### src/design/rrq_pkg.sv
// shared types and constants for the round-robin ready queue
package rrq_pkg;

    localparam int MAX_PROCS_DEF = 16;
    localparam int ID_W          = 32;
    localparam int REQ_W         = 2;
    localparam int LIVE_W        = 5;
    localparam int S_TDATA_W     = 32;
    localparam int M_TDATA_W     = 72;

    // request codes carried on the input tuser
    typedef enum logic [REQ_W-1:0] {
        REQ_CREATE = 2'd0,
        REQ_SCHED  = 2'd1,
        REQ_TERM   = 2'd2
    } t_req;

    // sequencer states
    typedef enum logic [3:0] {
        ST_IDLE,
        ST_CREATE,
        ST_ROT_RD,
        ST_ROT_WR,
        ST_SRCH_RD,
        ST_SRCH_CMP,
        ST_SH_RD,
        ST_SH_WR,
        ST_HEAD_RD,
        ST_DONE
    } t_state;

    // one finished result, handed from the sequencer to the output register
    typedef struct packed {
        logic [LIVE_W-1:0] live_count;
        logic [ID_W-1:0]   running_id;
        logic              running_valid;
        logic              accepted;
        logic [ID_W-1:0]   result_id;
    } t_result;

endpackage

### src/design/round_robin_ready_queue.sv
// top level of the round-robin ready queue: core, id store and output register
//
// Input channel (s_*): one request per transfer. tuser carries the request
// kind (create, schedule tick, terminate), tdata the id to terminate.
// Output channel (m_*): exactly one result per request, in request order.
// Requests are handled one at a time by a sequencer over an id store with one
// write and one read port, kept as a ring buffer; s_tready is high only while
// it is idle.
// A terminate searches the live ids with one store read per entry searched,
// then moves each later entry down with one read and write per entry; when
// the head matches, it only advances the head.
// The next request can be taken in the cycle after the result is loaded.
// A finished result waits in the output register; while the receiver stalls,
// the sequencer can take and work one more request and then holds it.
// Reset clears the queue, the running mark and the output valid flag, and sets
// the id counter to one; the store itself needs no clearing pass.
module round_robin_ready_queue #(
    parameter int MAX_PROCS = rrq_pkg::MAX_PROCS_DEF
) (
    input  logic                          i_clk,
    input  logic                          i_rst_n,
    input  logic                          s_tvalid,
    output logic                          s_tready,
    // [31:0] target_id
    input  logic [rrq_pkg::S_TDATA_W-1:0] s_tdata,
    // [1:0] req_type
    input  logic [rrq_pkg::REQ_W-1:0]     s_tuser,
    output logic                          m_tvalid,
    input  logic                          m_tready,
    // [31:0] result_id, [32] accepted, [33] running_valid,
    // [65:34] running_id, [70:66] live_count, [71] zero
    output logic [rrq_pkg::M_TDATA_W-1:0] m_tdata
);
    import rrq_pkg::*;

    localparam int AW = $clog2(MAX_PROCS);

    logic            w_res_valid;
    logic            w_res_ready;
    t_result         w_res;
    logic            w_mem_we;
    logic [AW-1:0]   w_mem_waddr;
    logic [ID_W-1:0] w_mem_wdata;
    logic [AW-1:0]   w_mem_raddr;
    logic [ID_W-1:0] w_mem_rdata;

    logic            r_m_valid;
    t_result         r_m_res;

    rrq_core #(
        .MAX_PROCS (MAX_PROCS)
    ) u_core (
        .i_clk       (i_clk),
        .i_rst_n     (i_rst_n),
        .i_req_valid (s_tvalid),
        .o_req_ready (s_tready),
        .i_req_type  (s_tuser),
        .i_target_id (s_tdata),
        .o_res_valid (w_res_valid),
        .i_res_ready (w_res_ready),
        .o_res       (w_res),
        .o_mem_we    (w_mem_we),
        .o_mem_waddr (w_mem_waddr),
        .o_mem_wdata (w_mem_wdata),
        .o_mem_raddr (w_mem_raddr),
        .i_mem_rdata (w_mem_rdata)
    );

    rrq_mem #(
        .DEPTH (MAX_PROCS)
    ) u_mem (
        .i_clk   (i_clk),
        .i_we    (w_mem_we),
        .i_waddr (w_mem_waddr),
        .i_wdata (w_mem_wdata),
        .i_raddr (w_mem_raddr),
        .o_rdata (w_mem_rdata)
    );

    // output register takes a result when empty or being drained
    assign w_res_ready = !r_m_valid || m_tready;

    always_ff @(posedge i_clk) begin
        if (!i_rst_n) begin
            r_m_valid <= 1'b0;
        end else if (w_res_ready) begin
            r_m_valid <= w_res_valid;
        end
    end

    always_ff @(posedge i_clk) begin
        if (w_res_ready && w_res_valid) begin
            r_m_res <= w_res;
        end
    end

    assign m_tvalid = r_m_valid;
    assign m_tdata  = M_TDATA_W'(r_m_res);

endmodule

### src/design/rrq_mem.sv
// id storage: one write port, one read port with registered read data
module rrq_mem #(
    parameter int DEPTH = rrq_pkg::MAX_PROCS_DEF
) (
    input  logic                     i_clk,
    input  logic                     i_we,
    input  logic [$clog2(DEPTH)-1:0] i_waddr,
    input  logic [rrq_pkg::ID_W-1:0] i_wdata,
    input  logic [$clog2(DEPTH)-1:0] i_raddr,
    output logic [rrq_pkg::ID_W-1:0] o_rdata
);
    import rrq_pkg::*;

    logic [ID_W-1:0] r_mem [DEPTH];
    logic [ID_W-1:0] r_rdata;

    // write port
    always_ff @(posedge i_clk) begin
        if (i_we) begin
            r_mem[i_waddr] <= i_wdata;
        end
    end

    // read port, registered
    always_ff @(posedge i_clk) begin
        r_rdata <= r_mem[i_raddr];
    end

    assign o_rdata = r_rdata;

endmodule

### src/design/rrq_core.sv
// sequencer and datapath: ring buffer pointers, search and compaction over the id store
module rrq_core #(
    parameter int MAX_PROCS = rrq_pkg::MAX_PROCS_DEF
) (
    input  logic                         i_clk,
    input  logic                         i_rst_n,
    // request side
    input  logic                         i_req_valid,
    output logic                         o_req_ready,
    input  logic [rrq_pkg::REQ_W-1:0]    i_req_type,
    input  logic [rrq_pkg::ID_W-1:0]     i_target_id,
    // result side
    output logic                         o_res_valid,
    input  logic                         i_res_ready,
    output rrq_pkg::t_result             o_res,
    // id store
    output logic                         o_mem_we,
    output logic [$clog2(MAX_PROCS)-1:0] o_mem_waddr,
    output logic [rrq_pkg::ID_W-1:0]     o_mem_wdata,
    output logic [$clog2(MAX_PROCS)-1:0] o_mem_raddr,
    input  logic [rrq_pkg::ID_W-1:0]     i_mem_rdata
);
    import rrq_pkg::*;

    localparam int AW = $clog2(MAX_PROCS);
    localparam int CW = $clog2(MAX_PROCS + 1);
    localparam int SW = AW + 2;

    t_state          r_state, n_state;
    logic [AW-1:0]   r_head, n_head;
    logic [CW-1:0]   r_len, n_len;
    logic            r_run, n_run;
    logic [ID_W-1:0] r_cnt, n_cnt;
    logic [ID_W-1:0] r_target, n_target;
    logic [CW-1:0]   r_idx, n_idx;
    logic            r_ok, n_ok;
    logic [ID_W-1:0] r_resid, n_resid;

    logic [CW-1:0]   w_off;
    logic [SW-1:0]   w_sum;
    logic [AW-1:0]   w_phys;
    logic [AW-1:0]   w_head_inc;
    logic            w_match;

    // shared unit: logical offset from head to physical slot, modulo depth
    assign w_sum  = SW'(r_head) + SW'(w_off);
    assign w_phys = (w_sum >= SW'(MAX_PROCS)) ? AW'(w_sum - SW'(MAX_PROCS)) : AW'(w_sum);

    assign w_head_inc = (r_head == AW'(MAX_PROCS - 1)) ? '0 : r_head + AW'(1);
    assign w_match    = (i_mem_rdata == r_target);

    // control registers
    always_ff @(posedge i_clk) begin
        if (!i_rst_n) begin
            r_state <= ST_IDLE;
            r_head  <= '0;
            r_len   <= '0;
            r_run   <= 1'b0;
            r_cnt   <= ID_W'(1);
        end else begin
            r_state <= n_state;
            r_head  <= n_head;
            r_len   <= n_len;
            r_run   <= n_run;
            r_cnt   <= n_cnt;
        end
    end

    // per-request working registers
    always_ff @(posedge i_clk) begin
        r_target <= n_target;
        r_idx    <= n_idx;
        r_ok     <= n_ok;
        r_resid  <= n_resid;
    end

    // next state and store accesses
    always_comb begin
        n_state     = r_state;
        n_head      = r_head;
        n_len       = r_len;
        n_run       = r_run;
        n_cnt       = r_cnt;
        n_target    = r_target;
        n_idx       = r_idx;
        n_ok        = r_ok;
        n_resid     = r_resid;
        w_off       = r_len;
        o_mem_we    = 1'b0;
        o_mem_waddr = w_phys;
        o_mem_wdata = r_cnt;
        o_mem_raddr = r_head;
        o_req_ready = 1'b0;
        o_res_valid = 1'b0;

        unique case (r_state)
            ST_IDLE: begin
                o_req_ready = 1'b1;
                if (i_req_valid) begin
                    n_target = i_target_id;
                    n_idx    = '0;
                    n_ok     = 1'b0;
                    n_resid  = '0;
                    unique case (t_req'(i_req_type))
                        REQ_CREATE: n_state = ST_CREATE;
                        REQ_SCHED:  n_state = ST_ROT_RD;
                        REQ_TERM:   n_state = ST_SRCH_RD;
                        default:    n_state = ST_HEAD_RD;
                    endcase
                end
            end
            // append the counter value at the tail, unless the queue is full
            ST_CREATE: begin
                w_off = r_len;
                if (r_len < CW'(MAX_PROCS)) begin
                    o_mem_we    = 1'b1;
                    o_mem_wdata = r_cnt;
                    n_len       = r_len + CW'(1);
                    n_cnt       = r_cnt + ID_W'(1);
                    n_resid     = r_cnt;
                    n_ok        = 1'b1;
                end
                n_state = ST_HEAD_RD;
            end
            // rotate a running head to the tail; otherwise mark the head running
            ST_ROT_RD: begin
                o_mem_raddr = r_head;
                if (r_len == '0) begin
                    n_state = ST_HEAD_RD;
                end else if (!r_run) begin
                    n_run   = 1'b1;
                    n_state = ST_HEAD_RD;
                end else begin
                    n_state = ST_ROT_WR;
                end
            end
            ST_ROT_WR: begin
                w_off       = r_len;
                o_mem_we    = 1'b1;
                o_mem_wdata = i_mem_rdata;
                n_head      = w_head_inc;
                n_state     = ST_HEAD_RD;
            end
            // linear search from the head, one entry per read and compare
            ST_SRCH_RD: begin
                w_off       = r_idx;
                o_mem_raddr = w_phys;
                if (r_idx >= r_len) begin
                    n_state = ST_HEAD_RD;
                end else begin
                    n_state = ST_SRCH_CMP;
                end
            end
            ST_SRCH_CMP: begin
                if (w_match) begin
                    n_ok = 1'b1;
                    if (r_idx == '0) begin
                        // removing the head: just advance it
                        n_run   = 1'b0;
                        n_head  = w_head_inc;
                        n_len   = r_len - CW'(1);
                        n_state = ST_HEAD_RD;
                    end else begin
                        n_idx   = r_idx + CW'(1);
                        n_state = ST_SH_RD;
                    end
                end else begin
                    n_idx   = r_idx + CW'(1);
                    n_state = ST_SRCH_RD;
                end
            end
            // close the gap: move each later entry down by one
            ST_SH_RD: begin
                w_off       = r_idx;
                o_mem_raddr = w_phys;
                if (r_idx >= r_len) begin
                    n_len   = r_len - CW'(1);
                    n_state = ST_HEAD_RD;
                end else begin
                    n_state = ST_SH_WR;
                end
            end
            ST_SH_WR: begin
                w_off       = r_idx - CW'(1);
                o_mem_we    = 1'b1;
                o_mem_wdata = i_mem_rdata;
                n_idx       = r_idx + CW'(1);
                n_state     = ST_SH_RD;
            end
            // fetch the head for the running id
            ST_HEAD_RD: begin
                o_mem_raddr = r_head;
                n_run       = r_run & (r_len != '0);
                n_state     = ST_DONE;
            end
            ST_DONE: begin
                o_mem_raddr = r_head;
                o_res_valid = 1'b1;
                if (i_res_ready) begin
                    n_state = ST_IDLE;
                end
            end
            default: begin
                n_state = ST_IDLE;
            end
        endcase
    end

    // result fields
    always_comb begin
        o_res.result_id     = r_resid;
        o_res.accepted      = r_ok;
        o_res.running_valid = r_run;
        o_res.running_id    = r_run ? i_mem_rdata : '0;
        o_res.live_count    = LIVE_W'(r_len);
    end

endmodule

### config.mk
export PLATFORM = sky130hd
export DESIGN_NAME = round_robin_ready_queue
export DESIGN_NICKNAME = d
export VERILOG_FILES = /design/src/design/rrq_pkg.sv /design/src/design/round_robin_ready_queue.sv /design/src/design/rrq_mem.sv /design/src/design/rrq_core.sv
export SDC_FILE = /design/constraint.sdc
export NUM_CORES = 1
export LEC_CHECK = 0
export BUFFER_PORTS_ARGS = -buffer_cell sky130_fd_sc_hd__clkbuf_2
export CORE_AREA = 3 3 256 258
export CTS_CLUSTER_SIZE = 40
export DETAILED_ROUTE_END_ITERATION = 7
export DIE_AREA = 0 0 259 261
export SLEW_MARGIN = 25
export SYNTH_ARGS = -nofsm -noshare
export SYNTH_HDL_FRONTEND = slang
export SYNTH_HIERARCHICAL = 1
export SYNTH_SLANG_ARGS = --single-unit
export TNS_END_PERCENT = 5
### constraint.sdc
create_clock -name i_clk -period 8.1 [get_ports i_clk]
set_input_delay 1.62 -clock i_clk [delete_from_list [all_inputs] [get_ports i_clk]]
set_output_delay 1.62 -clock i_clk [all_outputs]
set_load 0.1 [all_outputs]
### Yosys cells after proc, flatten, opt, wreduce, memory -nomap -nowiden

Memory sizes are Yosys's and may differ from the RTL's. A register that Yosys moved wholly into a read port is not among the register bits.
Index checks and enable logic that the tools add are counted.

| word-level totals | value |
|---|---|
| register bits after elaboration | 188 |
| RAM bits | 512 |
| input port bits | 38 |
| output and inout port bits | 74 |
| word-level logic and storage cells | 119 |
| memories | 1 |

| operators by class | value |
|---|---|
| add/subtract/negate cells | 8 |
| magnitude comparators | 3 |
| eq/ne operators | 21 |
| mux-type cells | 44 |
| bitwise operators | 1 |
| reductions and logical operators | 26 |

Memories:

| memory | words | bits a word | rd ports | clocked after Yosys merged registers in | write ports | line | text |
|---|---|---|---|---|---|---|---|
| u_mem.r_mem | 16 | 32 | 1 | 1 | 1 | rrq_mem.sv:14 | `logic [ID_W-1:0] r_mem [DEPTH];` |

Operators with widths:

| kind | number |
|---|---|
| $mux 32 | 3 |
| $pmux 32 s2 | 1 |
| $mux 4 | 13 |
| $pmux 4 s9 | 1 |
| $mux 5 | 7 |
| $add 32x1->32 const B | 1 |
| $eq 32x32->1 | 1 |
| $pmux 5 s3 | 2 |
| $eq 4x3->1 const B | 4 |
| $eq 4x4->1 const B | 3 |
| $pmux 4 s3 | 1 |
| $reduce_bool 3->1 | 4 |
| $mux 1 | 11 |
| $add 5x1->5 const B | 2 |
| $logic_not 5->1 | 2 |
| $pmux 5 s2 | 1 |
| $sub 5x1->5 const B | 2 |
| $reduce_and 3->1 | 3 |
| $eq 4x2->1 const B | 2 |
| $ne 2x1->1 const B | 4 |
| $pmux 4 s2 | 1 |
| $reduce_and 4->1 | 2 |
| $add 4x5->6 | 1 |
| $ge 6x5->1 const B | 1 |
| 22 further kinds | 30 |

### Logic depth before layout (Yosys ltp)

| depth | value |
|---|---|
| depth in word-level cells | 7 |
| gate-level depth with buffers | 18 |

### Modules after synthesis

Netlist, hierarchy kept.

Modules (own cells, without submodules):

| module | times used | cells each | area each (um^2) |
|---|---|---|---|
| rrq_mem | 1 | 838 | 19835.3 |
| rrq_core | 1 | 596 | 6396.1 |
| round_robin_ready_queue | 1 | 78 | 2200.9 |

### Worst setup path after synthesis

OpenSTA, ideal clock, no wires.

| timing path | value |
|---|---|
| path kind | reg-to-reg |
| from | register u_core.r_state[3] |
| to | memory u_mem.r_mem[0][0] (enable) |
| arrival | 4940 ps |
| setup slack | 2699 ps |
| cell stages (with the launch flop) | 15 |
| clock period less this slack | 5401 ps |
| cell sequence | dfxtp_1 buf_2 nor2b_1 clkbuf_1 nand2b_1 clkbuf_1 o22ai_1 a21oi_1 ha_1 a21o_1 a21oi_1 xnor2_1 xnor2_1 or3b_2 nor3_1 |

| on the way | value |
|---|---|
| word-level cells in the longest chain between the ends | 6 |
| elaborated cells on any way between the ends | 15 |
| classes of those cells | 2 x add/sub; 1 x order compare; 5 x eq/ne; 5 x mux; 2 x reduce/logical |

RTL lines:

| element | line | text |
|---|---|---|
| start, declared | rrq_core.sv:29 | `t_state r_state, n_state;` |
| start signal, assigned | rrq_core.sv:61 | `r_state <= n_state;` |
| $eq 4x3->1 | rrq_core.sv:96 | `unique case (r_state)` |
| $reduce_or 2->1 (no source line) | - |  |
| $pmux 5 s2 (*) | rrq_core.sv:96 |  |
| $add 4x5->6 (*) | rrq_core.sv:46 | `assign w_sum = SW'(r_head) + SW'(w_off);` |
| $ge 6x5->1 or $sub 4x1->4 (tied branches) | rrq_core.sv:47 | `assign w_phys = (w_sum >= SW'(MAX_PROCS)) ? AW'(w_sum - SW'(MAX_PROCS)) : AW'(w_sum);` |
| $mux 4 (*) | rrq_core.sv:47 |  |
| named net w_mem_waddr[3] | round_robin_ready_queue.sv:42 | `logic [AW-1:0] w_mem_waddr;` |
| end, declared | rrq_mem.sv:14 |  |

The timed path passes the listed nets; every way through them passes the cells marked *.

### Final worst setup path

| timing path | value |
|---|---|
| from | register u_core.r_state[2] |
| to | memory u_mem.r_mem[12][2] (enable) |

The elaborated chain is that of the path after synthesis.

==> summary.txt <==
Global routing
  – Global-route wire length before repair: 97.22 mm
  – Maximum number of pins on one net before global-route repair: 129
  – Global Route Usage Sum: 19.87%
  – Antenna violations before repair: 7
  – Vias in the first global route: 14,396
  – Total gr overflow: 0

Min path
  – Worst hold start: u_core/r_resid[29]$_SDFFCE_PN0P_
  – Sink of the worst hold path: m_tdata[29]$_DFFE_PP_
  – Worst min-delay path category: flop to flop
  – Number of cells on the worst hold path: 0

Floorplanning
  – Row cnt: 92
  – Area of the die: 67,600 um^2
  – Die Y: 261 um
  – Effective utilization at floorplan: 44.99%
  – Number of primary I/O pins: 112
  – Chip width: 259 um
  – Core area: 63,200 um^2

Critical path
  – R2R Path Start: u_core/r_state[2]$_SDFFE_PN0P_
  – Worst setup EP type: flop
  – Setup crit start kind: flop
  – Family with the most delay on the worst path: simple AND/OR/NAND/NOR gates
  – Setup Crit Path Kind: flop to flop
  – R2r worst-path depth: 12
  – Worst r2r dst: u_mem/r_mem[12][2]$_DFFE_PP_
  – Crit path DAT: 5.26 ns
  – Maximum cell stage delay along the critical path: 0.73 ns
  – R2r setup slk: 3.07 ns
  – Max FO, Critical Path: 25
  – Slowest-stage cell, CP: nor3_2
  – Cell count along the critical path: 12
  – Buffers and inverters on the worst path: 1
  – Critical Path, Cell by Cell: nor2b_1 -> nand2b_1 -> o22ai_1 -> a21oi_1 -> ha_1 -> a21o_1 -> a21oi_1 -> xnor2_1 -> xnor2_1 -> nand3_1 -> nor3_2 -> buf_4
  – Required @ worst endpoint: 8.33 ns

Yosys
  – Commonest cells post-synth: 653 x edfxtp_1, 128 x mux4_2, 95 x and2_1
  – Post-Synthesis Mean Instance Area: 18.80 um^2
  – Netlist cell types: 69
  – Number of instances in the synthesized netlist: 1,512
  – Fraction of the yosys area taken by sequential cells: 74.53%
  – Most used flip-flop cell after synthesis: edfxtp_1
  – Number of enable-type register cells in the synthesized netlist: 653
  – Proportion of netlist area held by the largest area contributor: 68.97%
  – Share of flip-flops with an asynchronous set or reset: 0%
  – Library cell with the highest instance count after synthesis: edfxtp_1
  – Net Count, Synth: 1,567
  – Cell Area, Synth: 28,430 um^2
  – Synthesis warning total: 6
  – Flip-flop and latch count after synthesis: 732
  – Cell taking the most area after synthesis: edfxtp_1
  – Leading cell types by total area after synthesis: edfxtp_1 69%, mux4_2 10%, dfxtp_1 5.6%, and2_1 2.1%, xnor2_1 2.0%

STA
  – Peak Freq: 198.9 MHz
  – Clock skew: 0.02361 ns
  – RSZ-0062 raised after global routing: no
  – Final total negative setup slack: 0 ns
  – Worst Max-Slew Pin Slew: 0.9752 ns
  – Fin crit period: 5.028 ns
  – Setup violation total in the final timing report: 0
  – Portion of the clock cycle consumed by the worst path in the final layout: 62.07%
  – Hold Fails Final Rpt: 0
  – Max transition margin: 34.99%
  – Worst hold slack across all endpoints: 0.4115 ns
  – Final Max Slew Viols: 0

Layout
  – Final Non-Filler Cells: 2,561
  – Fill cell total of the finished layout: 5,033
  – Number of nets at the end of the flow: 1,710
  – Synth-to-Final Area Change: 14.24%
  – Share of layout cells above drive strength 1: 25.85%

Flow run
  – Max-cap violations: 0

Clocking
  – Number of levels in the clock H-tree: 3
  – CTS sink cnt: 732
  – TritonCTS clock tree: built
  – Number of buffers added for setup after CTS: 0
  – Max clock buf depth: 3
  – Count of hold buffers inserted by post-cts repair: 0
  – TritonCTS Buffers: 74
  – Cell at the root of the clock tree: clkbuf_16
  – Post-CTS sizing: 0
  – Clock slew seen by the registers of the worst setup and hold paths: 0.06 ns
  – Clk_lat worst skew: 0.61 ns

Route
  – Initial detailed-routing violation count: 1,329
  – DRC violation count after routing: 0
  – Total wirelength of the detailed-routed design: 66.51 mm
  – Via count normalized by instance count: 5.602
  – Routed length per instance: 25.97 um
  – Vias after detailed routing: 14,348
  – Final antenna-violating net count: 0
  – Iteration count of the initial detailed-routing pass: 5

Placed design
  – Total half-perimeter wirelength after legalization and detailed placement: 36.85 mm
  – IO buf count: 110
  – Gp weighted congestion: 0.7810
  – Number of cells in the design after placement: 2,425

Pwr
  – Leakage: 9.876 nW
  – Max VDD drop: 0.1388 mV
  – Power per cell area: 250.8 nW/um^2
  – Power after layout: 0.008148 W

Status
  – Status: finished clean
-- final cells by class --
class	count	area [um^2]	share of cell area, %
clock inverters	24	261.5	0.8051
clock buffers	111	2113	6.506
flip-flops and latches	732	21190	65.24
diodes	1	2.502	0.007704
multi-input cells	691	6998	21.54
well taps	846	1059	3.259
inverters	17	65.06	0.2003
repair buffers	139	793.3	2.442
-- layout by cell type, fill, tap and decap left out, types with 17 or more instances in the layout --
master,synthesis,routed
edfxtp_1,653,653
mux4_2,128,128
clkbuf_2,1,110
and2_1,95,95
dfxtp_1,79,79
clkbuf_16,0,76
nand2_1,77,75
xnor2_1,65,65
a22oi_1,65,65
mux2_2,32,32
clkbuf_1,39,27
buf_4,12,27
nand3_1,21,21
nor2_1,31,18
o21ai_0,18,17
a21oi_1,17,17
-- per-stage QoR --
step,utilization (%),setup slack (ns),instance area (um^2)
after floorplan,-,2.699,28430
after global placement,47.64,3.329,30100
after detailed placement,47.64,3.180,30100
after CTS,51.39,3.072,32480
after global routing,51.40,2.646,32480
final,51.40,3.072,32480
-- power by group --
group | switching [W] | internal [W] | total, W
clock | 0.00140 | 0.00194 | 0.00334
sequential | 0.0000863 | 0.00423 | 0.00432
combinational | 0.000330 | 0.000159 | 0.000489
-- how the worst max path moves through the flow --
stage | from | end | slack [ns]
finish | u_core/r_state[2]$_SDFFE_PN0P_ | u_mem/r_mem[12][2]$_DFFE_PP_ | 3.07
global route | u_core/r_state[2]$_SDFFE_PN0P_ | u_mem/r_mem[12][2]$_DFFE_PP_ | 2.65
CTS | u_core/r_state[2]$_SDFFE_PN0P_ | u_mem/r_mem[12][0]$_DFFE_PP_ | 3.07
detailed placement | u_core/r_state[2]$_SDFFE_PN0P_ | u_mem/r_mem[12][24]$_DFFE_PP_ | 3.18
global placement | u_core/r_state[2]$_SDFFE_PN0P_ | u_mem/o_rdata[28]$_DFF_P_ | 3.33
floorplan | u_core/r_state[3]$_SDFFE_PN0P_ | u_mem/r_mem[0][0]$_DFFE_PP_ | 2.70
-- layer usage --
layer / share of wire, % / vias up / track usage, %
met5: 0 / - / 0
met4: 2.5 / 0 / 6.514
met3: 6.7 / 81 / 3.220
met2: 49 / 542 / 32.38
met1: 42 / 7430 / 27.61
li1: - / 6295 / -
-- flip-flops by register name, summed over array words and instances, names as in the netlist, 4 cells and up --
name and count:
m_tdata 71, u_core/r_cnt 32, u_core/r_head 4, u_core/r_idx 5, u_core/r_len 5, u_core/r_resid 32, u_core/r_state 4, u_core/r_target 32
u_mem/o_rdata 32, u_mem/r_mem 512
-- logic make-up after synthesis --
| logic type | synth area share (%) |
|---|---|
| mux | 11.65 |
| simple gates | 6.073 |
| compound gates | 3.345 |
| flops | 74.53 |
| fa+ha+maj | 0.8009 |
| other cells | 0.01319 |
| buf+inv | 1.399 |
| xor+xnor | 2.187 |
Note: power is estimated with default switching activity, not from simulation.
